**config.mk**
```make
export PLATFORM = sky130hd
export DESIGN_NAME = cv2_mac
export DESIGN_NICKNAME = d
export VERILOG_FILES = /design/src/rtl/core/conv2d_valid_byte_wrap_macros.svh /design/src/rtl/core/cv2_pkg.sv /design/src/rtl/core/cv2_mac.sv
export SDC_FILE = /design/constraint.sdc
export NUM_CORES = 2
export LEC_CHECK = 0
export ABC_AREA = 0
export BUFFER_PORTS_ARGS = -buffer_cell sky130_fd_sc_hd__buf_2
export CAP_MARGIN = 15
export CORE_MARGIN = 2
export CORE_UTILIZATION = 50
export CTS_BUF_LIST = sky130_fd_sc_hd__clkbuf_16
export DETAILED_ROUTE_END_ITERATION = 8
export PLACE_DENSITY = 0.77
export SYNTH_ARGS = -nofsm -noshare
export SYNTH_HDL_FRONTEND = slang
export SYNTH_SLANG_ARGS = --single-unit
```
**constraint.sdc**
```tcl
create_clock -name clk_i -period 9.7 [get_ports clk_i]
set_input_delay 0 -clock clk_i [delete_from_list [all_inputs] [get_ports clk_i]]
set_output_delay 0 -clock clk_i [all_outputs]
set_load 0.01 [all_outputs]
```
**src/rtl/core/conv2d_valid_byte_wrap_macros.svh**
```systemverilog
// Assertion macros shared by the convolution block.
`ifndef CONV2D_VALID_BYTE_WRAP_MACROS_SVH
`define CONV2D_VALID_BYTE_WRAP_MACROS_SVH
`ifndef SYNTH
`define CV2_ASSERT(lbl, clk, rstn, prop) \
  lbl: assert property (@(posedge clk) disable iff (!rstn) prop) \
    else $error("cv2 assertion failed");
`define CV2_NEVER(lbl, clk, rstn, cond) \
  lbl: assert property (@(posedge clk) disable iff (!rstn) !(cond)) \
    else $error("cv2 forbidden condition seen");
`else
`define CV2_ASSERT(lbl, clk, rstn, prop)
`define CV2_NEVER(lbl, clk, rstn, cond)
`endif
`endif

```
**src/rtl/core/cv2_pkg.sv**
```systemverilog
// Package with constants and types of the convolution block.
`timescale 1ns / 1ps
`default_nettype none
package cv2_pkg;

  localparam int MAX_KERNEL = 5;
  localparam int MAX_LINE = 1024;
  localparam int NTAP = MAX_KERNEL * MAX_KERNEL;
  localparam int TAP_W = $clog2(NTAP);
  localparam int NLINE = MAX_KERNEL - 1;
  localparam int COL_W = $clog2(MAX_LINE);
  localparam int K_W = 3;
  localparam int LW_W = 11;
  localparam int FH_W = 13;
  localparam int ROW_W = 13;
  localparam int OCOL_W = 10;
  localparam int OROW_W = 12;
  localparam int CFG_W = 64;
  localparam int CFG_IDX_W = 3;
  localparam int COEFF_PER_WORD = 8;
  localparam int NSTAGE = 5;
  localparam int FIFO_DEPTH = 8;
  localparam int FIFO_AW = $clog2(FIFO_DEPTH);
  localparam int FIFO_CW = $clog2(FIFO_DEPTH + 1);
  localparam int OCC_W = $clog2(FIFO_DEPTH + NSTAGE + 1);

  localparam logic [K_W-1:0] KERNEL_RST = 3'd3;
  localparam logic [LW_W-1:0] IN_W_RST = 11'd1024;
  localparam logic [LW_W-1:0] OUT_W_RST = 11'd1022;
  localparam logic [FH_W-1:0] OUT_H_RST = 13'd1022;
  localparam logic [FH_W-1:0] MAX_OUT_H = 13'd4096;

  typedef logic [7:0] pix_t;
  typedef pix_t [NTAP-1:0] coef_map_t;
  typedef pix_t [NLINE-1:0] line_word_t;

  typedef struct packed {
    logic [K_W-1:0]  k;
    logic [LW_W-1:0] w;
    logic [LW_W-1:0] ow;
    logic [FH_W-1:0] oh;
  } cfg_eff_t;

  typedef struct packed {
    pix_t              pixel;
    logic [OCOL_W-1:0] col;
    logic [OROW_W-1:0] row;
    logic              last;
  } out_word_t;

  typedef enum logic [CFG_IDX_W-1:0] {
    CFG_KERNEL_SIZE = 3'd0,
    CFG_IN_WIDTH    = 3'd1,
    CFG_OUT_WIDTH   = 3'd2,
    CFG_OUT_HEIGHT  = 3'd3,
    CFG_COEFF_0     = 3'd4,
    CFG_COEFF_1     = 3'd5,
    CFG_COEFF_2     = 3'd6,
    CFG_COEFF_3     = 3'd7
  } cfg_idx_e;

endpackage
`default_nettype wire

```
**src/rtl/core/cv2_mac.sv**
```systemverilog
// Window registers, per-tap byte products and the wrapping sum tree.
`timescale 1ns / 1ps
`default_nettype none
module cv2_mac (
  input  logic                 clk_i,
  input  logic                 rst_ni,
  input  logic                 shift_i,
  input  cv2_pkg::pix_t        pix_i,
  input  cv2_pkg::line_word_t  lines_i,
  input  cv2_pkg::coef_map_t   cmap_i,
  output cv2_pkg::pix_t        sum_o
);
  import cv2_pkg::*;

  typedef pix_t [MAX_KERNEL-1:0][MAX_KERNEL-1:0] window_t;

  window_t              win_q;
  pix_t [NTAP-1:0]      prod_d, prod_q;
  pix_t [MAX_KERNEL-1:0] psum_d, psum_q;
  pix_t                 sum_d, sum_q;

  // The top window row is the oldest line; the new pixel enters bottom right.
  always_ff @(posedge clk_i or negedge rst_ni) begin
    if (!rst_ni) begin
      win_q <= '0;
    end else if (shift_i) begin
      for (int y = 0; y < MAX_KERNEL; y++) begin
        for (int x = 0; x < MAX_KERNEL - 1; x++) win_q[y][x] <= win_q[y][x+1];
      end
      for (int y = 0; y < NLINE; y++) win_q[y][MAX_KERNEL-1] <= lines_i[NLINE-1-y];
      win_q[MAX_KERNEL-1][MAX_KERNEL-1] <= pix_i;
    end
  end

  always_comb begin
    for (int y = 0; y < MAX_KERNEL; y++) begin
      for (int x = 0; x < MAX_KERNEL; x++) begin
        prod_d[y*MAX_KERNEL + x] = 8'(win_q[y][x] * cmap_i[y*MAX_KERNEL + x]);
      end
    end
  end

  always_comb begin
    for (int y = 0; y < MAX_KERNEL; y++) begin
      psum_d[y] = '0;
      for (int x = 0; x < MAX_KERNEL; x++) psum_d[y] = psum_d[y] + prod_q[y*MAX_KERNEL + x];
    end
  end

  always_comb begin
    sum_d = '0;
    for (int y = 0; y < MAX_KERNEL; y++) sum_d = sum_d + psum_q[y];
  end

  always_ff @(posedge clk_i) begin
    prod_q <= prod_d;
    psum_q <= psum_d;
    sum_q  <= sum_d;
  end

  assign sum_o = sum_q;

endmodule
`default_nettype wire

```
==> impl_results.md <==
* Post-Syn Nets at 5055
* # Max-Cap Violations at 0
* Final setup vio count at 0
* Int Pwr at 9.669 mW
* Share of flip-flops with an asynchronous set or reset at 44.64%
* Final Worst Setup Slack at 5282 ps
* Mapped Cells at 3944
* First-pass GRT wire length at 142.3 mm
* Min Tclk post-route at 4418 ps
* Yosys reg bits at 448
* Worst-path fanout max at 6
* Delay-heaviest family, CP: adder cells
* Count of cell types in the netlist at 19
* Clock share of power at 11.7%
* Slowest CP cell: dlygate4sd3_1
* Mapped Avg Cell Area at 10.02 µm²
* Switching portion of total power at 44.13%
* Final clock skew at 41.13 ps
* Via count at 26260
* Least-Margin Pin Slew at 949.0 ps
* Final period utilization at 45.55%
* Buf+Inv Stages, Crit Path at 3
* Total Power at 17.31 mW
* Post-synth EDFFs at 0
* Setup CP Type: reg2reg
* Outcome: finished clean
* Maximum VDD drop at 361.3 µV
* Clock-pin transition on the worst setup and hold timing paths at 60 ps
* Starting Density at 50.25%
* Crit path to: prod_q[47]
* Reg2reg start: win_q[43]
* Clk sinks at 448
* DRT iter0 DRCs at 983
* Core region area at 0.07861 mm²
* Setup TNS at 0 ps
* Layout Cells excl Fill at 5474
* Area after DPL at 0.04201 mm²
* Cells after DPL at 5226
* DR vias/cell at 4.798
* Drt pass-1 iters at 5
* Final WL at 82.70 mm
* Initial antenna violation count at 15
* Setup bufs post-CTS at 0
* Crit end category: flip-flop
* Syn. warnings at 0
* Psw at 7.637 mW
* PortBufs at 250
* Final instance area at 0.04526 mm²
* Final Util at 57.57%
* Nets at 5483
* Worst-skew pair later-pin latency at 640 ps
* Die H at 285.1 µm
* Largest area contributor in the netlist: fa_1
* Top-Level Pins at 251
* HPWL after DPL at 65.03 mm
* Die W at 285.1 µm
* Power per cell area at 382.4 mW/mm²
* Gr usage total at 21.29%
* Rel. slew slack at 36.73%
* Count leader, synth: inv_1
* # rows at 103
* Final GP Congestion at 0.8767
* Mapped Area at 0.03951 mm²
* R2r setup slk at 5280 ps
* Area delta synth->final at 14.57%
* Crit path DAT at 4950 ps
* Post-synth top cells: 883 x inv_1, 525 x and2_1, 448 x ha_1
* Critical path cell sequence: and2_1, fa_1, inv_1, fa_1, fa_1, fa_1, xor2_1, xnor2_1, xnor2_1, xnor2_1, dlygate4sd3_1, xnor2_1, dlygate4sd3_1
* Post-route DRC at 0
* CTS root buffer: clkbuf_16
* Cell count along the critical path at 13
* Critical Path Max Stage Delay at 580 ps
* Die area at 0.08128 mm²
* DRT antenna net count at 0
* CTS H-tree lvls at 2
* DR WL/cell at 15.11 µm
* Synth top area cells: fa_1 21%, ha_1 14%, dfrtp_1 13%
* RSZ-0062 raised after global routing: no
* R2R depth at 13
* CTS tree: built
* Post-synthesis sequential area ratio at 25.24%
* Largest net degree at the start of global routing at 72
* Fmax at 226.3 MHz
* Max Slew Vio Count at 0
* Comb power frac at 69.5%
* Max Root-Sink Buffers at 3
* GRT overflow at 0
* Worst path required time at 10230 ps
* Primary FF master, synth: dfxtp_1
* Post-synth top area share at 21.28%
* CTS buffer count at 53
* Reg power frac at 18.8%
* Share of post-route cells with drive strength above 1 at 12.77%
* Hold WS at 41.65 ps
* CP Launch Type: flip-flop
* Worst min path class: in2reg
* Vias in the first global route at 29190
* P_leak at 22.80 nW
* Worst setup path start: win_q[43]
* Place WS at 6127 ps
* FF-to-FF End: prod_q[47]
* Hold Vio Cnt, Final at 0
[cell families (layout without fill, tap and decap cells)]
| kind of cell | after synthesis | in the layout | share of synthesized area, % |
|---|---|---|---|
| simple gates | 906 | 906 | 12.06 |
| compound gates | 145 | 145 | 2.287 |
| buf+inv | 905 | 1377 | 8.662 |
| other cells | 0 | 8 | 0 |
| xor+xnor | 472 | 472 | 10.58 |
| mux | 200 | 200 | 5.701 |
| fa+ha+maj | 868 | 868 | 35.47 |
| flops | 448 | 448 | 25.24 |
[worst min path at each step]
stage / depth (start not counted) / to / start / slack [ps]
6_report: 6 / prod_q[95] / cmap_i[95] / 40
4_1_cts: 6 / prod_q[167] / cmap_i[165] / 0.6
3_3_place_gp: 1 / win_q[47] / rst_ni / 100
5_1_grt: 6 / prod_q[167] / cmap_i[166] / 60
3_5_place_dp: 1 / win_q[44] / rst_ni / 100
2_1_floorplan: 0 / win_q[0] / rst_ni / -300
[power by group through the flow]
stage	Sequential, mW	Clock (mW)	Combinational, mW
final	3.25	2.02	12.0
after floorplan	3.08	0	9.33
after CTS	3.26	2.09	12.3
after global placement	3.28	0	11.7
after global routing	3.34	2.15	13.9
after detailed placement	3.29	0	12.0
[cell usage in the layout (no fill, tap or decap), drive strengths merged, types with 8 or more instances in the layout]
cell	n
a21o	59
a21oi	74
and2	532
buf	253
clkbuf	61
clkinv	27
dfrtp	200
dfxtp	248
diode	8
dlygate4sd3	140
fa	420
ha	448
inv	889
mux2	200
nand2	368
o21bai	12
xnor2	417
xor2	55
[area by class of cell]
| class | instances | area [µm²] |
|---|---|---|
| Fill cell | 6600 | 33350 |
| Multi-Input combinational cell | 2591 | 26110 |
| Sequential cell | 448 | 9970 |
| Inverter | 883 | 3314 |
| Timing Repair Buffer | 395 | 2728 |
| Clock buffer | 59 | 1476 |
| Tap cell | 1050 | 1314 |
| Clock inverter | 40 | 324.1 |
| Antenna cell | 8 | 20.02 |
[worst min-delay path: cells and delay by family]
family	cells	cell delay, ps
xor gates and xnor gates	4	460
buffers and inverters	1	100
and+or+nand+nor	1	70
[layer usage]
metal  wire length [µm]  global-route usage, %  up-vias
met5                123                      0        -
met4               2170                  5.916       18
met3               3252                  3.136      172
met2              41640                  38.26      449
met1              35520                  26.58    12900
li1                   -                      -    12720
[sequential cells by signal, summed over array words and instances, names as in the netlist]
signal / flops
prod_q: 200
sum_o: 8
win_q: 200
psum_q: 40
[what timing repair did]
action | CTS | global route
hold buffers | 141 | 0
gates resized for setup | 0 | 0
endpoints found under the hold margin | 216 | 0
Power figures use the tool's default switching activity.
