$ cat src/rtl/core/conv2d_valid_byte_wrap_macros.svh
// Assertion macros shared by the convolution block.
`ifndef CONV2D_VALID_BYTE_WRAP_MACROS_SVH
`define CONV2D_VALID_BYTE_WRAP_MACROS_SVH
`ifndef SYNTH
`define CV2_ASSERT(lbl, clk, rstn, prop) \
  lbl: assert property (@(posedge clk) disable iff (!rstn) prop) \
    else $error("cv2 assertion failed");
`define CV2_NEVER(lbl, clk, rstn, cond) \
  lbl: assert property (@(posedge clk) disable iff (!rstn) !(cond)) \
    else $error("cv2 forbidden condition seen");
`else
`define CV2_ASSERT(lbl, clk, rstn, prop)
`define CV2_NEVER(lbl, clk, rstn, cond)
`endif
`endif

$ cat src/rtl/core/cv2_pkg.sv
// Package with constants and types of the convolution block.
`timescale 1ns / 1ps
`default_nettype none
package cv2_pkg;

  localparam int MAX_KERNEL = 5;
  localparam int MAX_LINE = 1024;
  localparam int NTAP = MAX_KERNEL * MAX_KERNEL;
  localparam int TAP_W = $clog2(NTAP);
  localparam int NLINE = MAX_KERNEL - 1;
  localparam int COL_W = $clog2(MAX_LINE);
  localparam int K_W = 3;
  localparam int LW_W = 11;
  localparam int FH_W = 13;
  localparam int ROW_W = 13;
  localparam int OCOL_W = 10;
  localparam int OROW_W = 12;
  localparam int CFG_W = 64;
  localparam int CFG_IDX_W = 3;
  localparam int COEFF_PER_WORD = 8;
  localparam int NSTAGE = 5;
  localparam int FIFO_DEPTH = 8;
  localparam int FIFO_AW = $clog2(FIFO_DEPTH);
  localparam int FIFO_CW = $clog2(FIFO_DEPTH + 1);
  localparam int OCC_W = $clog2(FIFO_DEPTH + NSTAGE + 1);

  localparam logic [K_W-1:0] KERNEL_RST = 3'd3;
  localparam logic [LW_W-1:0] IN_W_RST = 11'd1024;
  localparam logic [LW_W-1:0] OUT_W_RST = 11'd1022;
  localparam logic [FH_W-1:0] OUT_H_RST = 13'd1022;
  localparam logic [FH_W-1:0] MAX_OUT_H = 13'd4096;

  typedef logic [7:0] pix_t;
  typedef pix_t [NTAP-1:0] coef_map_t;
  typedef pix_t [NLINE-1:0] line_word_t;

  typedef struct packed {
    logic [K_W-1:0]  k;
    logic [LW_W-1:0] w;
    logic [LW_W-1:0] ow;
    logic [FH_W-1:0] oh;
  } cfg_eff_t;

  typedef struct packed {
    pix_t              pixel;
    logic [OCOL_W-1:0] col;
    logic [OROW_W-1:0] row;
    logic              last;
  } out_word_t;

  typedef enum logic [CFG_IDX_W-1:0] {
    CFG_KERNEL_SIZE = 3'd0,
    CFG_IN_WIDTH    = 3'd1,
    CFG_OUT_WIDTH   = 3'd2,
    CFG_OUT_HEIGHT  = 3'd3,
    CFG_COEFF_0     = 3'd4,
    CFG_COEFF_1     = 3'd5,
    CFG_COEFF_2     = 3'd6,
    CFG_COEFF_3     = 3'd7
  } cfg_idx_e;

endpackage
`default_nettype wire

$ cat src/rtl/core/cv2_ofifo.sv
// Output queue that decouples the free-running pipeline from the result channel.
`timescale 1ns / 1ps
`default_nettype none
module cv2_ofifo (
  input  logic                          clk_i,
  input  logic                          rst_ni,
  input  logic                          push_i,
  input  cv2_pkg::out_word_t            data_i,
  input  logic                          pop_i,
  output logic                          valid_o,
  output cv2_pkg::out_word_t            data_o,
  output logic [cv2_pkg::FIFO_CW-1:0]   count_o
);
  import cv2_pkg::*;

  out_word_t          buf_q [FIFO_DEPTH];
  logic [FIFO_AW-1:0] wr_ptr_q, rd_ptr_q;
  logic [FIFO_CW-1:0] cnt_q;

  always_ff @(posedge clk_i) begin
    if (push_i) begin
      buf_q[wr_ptr_q] <= data_i;
    end
  end

  always_ff @(posedge clk_i or negedge rst_ni) begin
    if (!rst_ni) begin
      wr_ptr_q <= '0;
      rd_ptr_q <= '0;
      cnt_q    <= '0;
    end else begin
      if (push_i) begin
        wr_ptr_q <= wr_ptr_q + FIFO_AW'(1);
      end
      if (pop_i) begin
        rd_ptr_q <= rd_ptr_q + FIFO_AW'(1);
      end
      if (push_i && !pop_i) begin
        cnt_q <= cnt_q + FIFO_CW'(1);
      end else if (pop_i && !push_i) begin
        cnt_q <= cnt_q - FIFO_CW'(1);
      end
    end
  end

  assign valid_o = (cnt_q != '0);
  assign data_o  = buf_q[rd_ptr_q];
  assign count_o = cnt_q;

endmodule
`default_nettype wire

$ cat config.mk
export PLATFORM = sky130hd
export DESIGN_NAME = cv2_ofifo
export DESIGN_NICKNAME = d
export VERILOG_FILES = /design/src/rtl/core/conv2d_valid_byte_wrap_macros.svh /design/src/rtl/core/cv2_pkg.sv /design/src/rtl/core/cv2_ofifo.sv
export SDC_FILE = /design/constraint.sdc
export NUM_CORES = 1
export LEC_CHECK = 0
export ABC_AREA = 1
export BUFFER_PORTS_ARGS = -buffer_cell sky130_fd_sc_hd__buf_2
export CORE_UTILIZATION = 43
export DETAILED_ROUTE_END_ITERATION = 10
export PLACE_DENSITY = 0.61
export SLEW_MARGIN = 40
export SYNTH_ARGS = -nofsm -noshare
export SYNTH_HDL_FRONTEND = slang
export SYNTH_SLANG_ARGS = --single-unit
$ cat constraint.sdc
create_clock -name clk_i -period 2.6 [get_ports clk_i]
set_input_delay 0 -clock clk_i [delete_from_list [all_inputs] [get_ports clk_i]]
set_output_delay 0 -clock clk_i [all_outputs]
set_load 0.005 [all_outputs]
==> summary.md <==
| Metric | Value |
|---|---|
| Post-synth EDFFs | 248 |
| Post-Place Cell Area | about 12,000 µm² |
| FFs w/ async S/R, synth | under 10% |
| Fmax | 472 MHz |
| Die W | between 150 and 200 µm |
| # port buffers | 70 |
| Tot GR Track Use | between 10% and 20% |
| Status | completed |
| Most numerous cell in the Yosys netlist | nand2_1 |
| Total gr overflow | 0 |
| CTS Sinks | 258 |
| Num CTS Buffers | 29 |
| HPWL reported at the end of detailed placement | roughly 13 mm |
| Core area | about 25,000 µm² |
| IO Count | 71 |
| Die Y | 164 µm |
| Worst setup SP type | flop |
| Worst vdd ir | 0.000879 V |
| Top area cells in the synthesized netlist | edfxtp_1 (66%), nand2_1 (14%), nor2_1 (8.6%) |
| Min Tclk post-route | between 2000 and 2500 ps |
| Reg clk slew, reported paths | approximately 60 ps |
| Crit path largest cell delay | a little over 400 ps |
| Final setup fails | 0 |
| Synth Area in Simple Gates | between 20% and 30% |
| Layout cells sized above 1 | about 11% |
| First-pass iteration count of the detailed router | 4 |
| Critical-path cell with the highest stage delay | dfrtp_2 |
| Final hold vios | 0 |
| Starting Density | 44.3% |
| Pwr Density | roughly 1100 nW/µm² |
| Compound-Gate Fraction of Synth Area | 0.178% |
| Worst rel slew slack | 58.2% |
| Vias in the first global route | between 6k and 7k |
| Total number of vias | between 7k and 8k |
| Syn nets | 1,187 |
| Top-area cell type share of the netlist area | between 60% and 70% |
| Sequential fraction of the synthesis area | 68.5% |
| Maximum buffer depth of the clock tree | 3 |
| DRC Markers | 0 |
| Detail Route Antenna Nets | 0 |
| Worst Skew | 6.45 ps |
| Max cap viols | 0 |
| Post-CTS setup buffer count | 0 |
| Leakage | 0.00579 µW |
| Hold Path Class | in2reg |
| Hold Buf Count CTS | 35 |
| Crit Path Max Fanout | 23 |
| Synthesis warning total | 0 |
| Setup TNS | 0 ps |
| GPL Wtd Cong | roughly 0.73 |
| Synth Area in Adders | 0.734% |
| Die area | roughly 27,000 µm² |
| XOR/XNOR share of the synthesized area | 0.389% |
| Main combinational cell family by area after synthesis | simple AND/OR/NAND/NOR gates |
| Vias per std cell | ~4.5 |
| Most common cell on crit path | nand2_1 |
| Synth Cell Area | roughly 11,000 µm² |
| Top Family by Delay on Critical Path | buffers and inverters |
| Unrepaired setup endpoints after global routing | no |
| Synth top cells by count | nand2_1 (428), nor2_1 (257), edfxtp_1 (248) |
| Initial antenna violation count | 0 |
| H-Tree Depth | 1 |
| Synth-to-Final Area Change | 18.2% |
| Row count | 58 |
| Clock Latency Late Sink | 530 ps |
| Ant. Diodes | 0 |
| Worst path cell trace | inv_2, buf_4, nor2_1, nand2_1, nand2_1, nand2_1, nand2_1, buf_2 |
| Root buffer cell | clkbuf_16 |
| Worst EP required | around 2600 ps |
| Crit path arrival time | about 2100 ps |
| Slew @ Worst Pin | ~630 ps |
| Fin crit share | between 80% and 90% |
| Syn Area/Cell | around 9.8 µm² |
| Cts repair resizes | 0 |
| Tot Pwr | about 14,000 µW |
| CTS tree | yes |
| Number of synthesized register bits | around 260 |
| Largest net degree at the start of global routing | 113 |
| Crit. End Element | output port |
| Yosys cell types | 19 |
| Ys flop type | edfxtp_1 |
| Nets | 1,295 |
| DR WL/cell | about 14 µm |
| WL final | about 22 mm |
| Post-synthesis instance total | 1,146 |
| Final Slew Violations | 0 |
| Worst Setup Path Type | reg2out |
| WP buf/inv | 3 |
| Synth area leader | edfxtp_1 |
| Global-route wire length before repair | 35.7 mm |
| Mux contribution to synthesized area | 0% |
| Finished Cell Area | around 13,000 µm² |
| Detailed Route Iter0 Violations | between 300 and 400 |
-- area by class of cell --
| class | instances | area, µm² |
|---|---|---|
| Fill cell | 2280 | 12100 |
| Timing Repair Buffer | 125 | 955 |
| Clock buffer | 36 | 752 |
| Tap cell | 330 | 413 |
| Inverter | 136 | 510 |
| Clock inverter | 11 | 151 |
| Multi-Input combinational cell | 704 | 2800 |
| Sequential cell | 258 | 7700 |
-- cells by family (layout without fill, tap and decap cells) --
logic type                 after synthesis  in the layout
buffers and inverters                  184            308
DFF                                    258            258
xor gates and xnor gates                 5              5
AOI/OAI and AO/OA                        4              4
and+or+nand+nor                        689            689
adders and majority gates                6              6
-- cell usage in the layout (no fill, tap or decap), types with 2 or more instances in the layout --
cell	Yosys	routed
or2_2	2	2
ha_1	5	5
dlygate4sd3_1	0	35
o21ai_0	3	3
clkbuf_16	0	29
inv_1	135	135
nor2_4	0	8
dfrtp_1	10	8
edfxtp_1	248	248
nand3_1	2	2
clkinv_1	0	6
buf_2	23	70
buf_4	3	11
nand2_1	428	428
clkbuf_1	5	7
xor2_1	3	3
bufinv_16	0	4
xnor2_1	2	2
nor2_1	257	249
buf_12	0	8
-- final timing paths --
| check | start | end | slack, ps | cells past startpoint |
|---|---|---|---|---|
| min reg2reg | wr_ptr_q[0]$_DFFE_PN0P_ | wr_ptr_q[0]$_DFFE_PN0P_ | 540 | 2 |
| min in group asynchronous | rst_ni | rd_ptr_q[0]$_DFFE_PN0P_ | 510 | 3 |
| max reg2reg | wr_ptr_q[0]$_DFFE_PN0P_ | buf_q[2][8]$_DFFE_PP_ | 700 | 3 |
| max in group asynchronous | rst_ni | rd_ptr_q[0]$_DFFE_PN0P_ | 1710 | 3 |
| min | pop_i | rd_ptr_q[0]$_DFFE_PN0P_ | 270 | 3 |
| max | rd_ptr_q[1]$_DFFE_PN0P_ | data_o[25] | 480 | 8 |
-- worst reg2reg max path, delay by kind of cell (launching register included) --
kind | cells | cell delay [ps]
buf+inv | 1 | 300
flops | 1 | 400
simple gates | 2 | 900
-- flip-flops by register name, indices dropped and copies added (netlist names) --
name      cells
buf_q       248
count_o       4
rd_ptr_q      3
wr_ptr_q      3
-- per-layer routing --
layer | part of all wire (%) | track usage [%] | wire [µm] | vias up
met5 | 0 | 0 | 0 | -
met4 | 1.9 | 3.96 | 423 | 0
met3 | 4.0 | 2.58 | 897 | 34
met2 | 47 | 29.6 | 10500 | 135
met1 | 47 | 23.1 | 10600 | 3338
li1 | - | - | - | 3760
-- report_power, final --
part | internal [µW] | switching, µW | leakage [µW]
registers | 5070 | 165 | 0.00237
logic | 1700 | 3170 | 0.00299
clock network | 2410 | 1490 | 0.000436
-- through the flow --
| step | utilization [%] | hold WS (ps) | cells | setup WS, ps |
|---|---|---|---|---|
| floorplan | - | -296 | 1146 | 133 |
| global placement | 47.3 | -117 | 1518 | 704 |
| detailed placement | 47.3 | -108 | 1518 | 676 |
| CTS | 52.3 | 239 | 1600 | 396 |
| global route | 52.3 | 264 | 1600 | 315 |
| finish | 52.3 | 268 | 1600 | 480 |
Note: power is estimated with default switching activity, not from simulation.
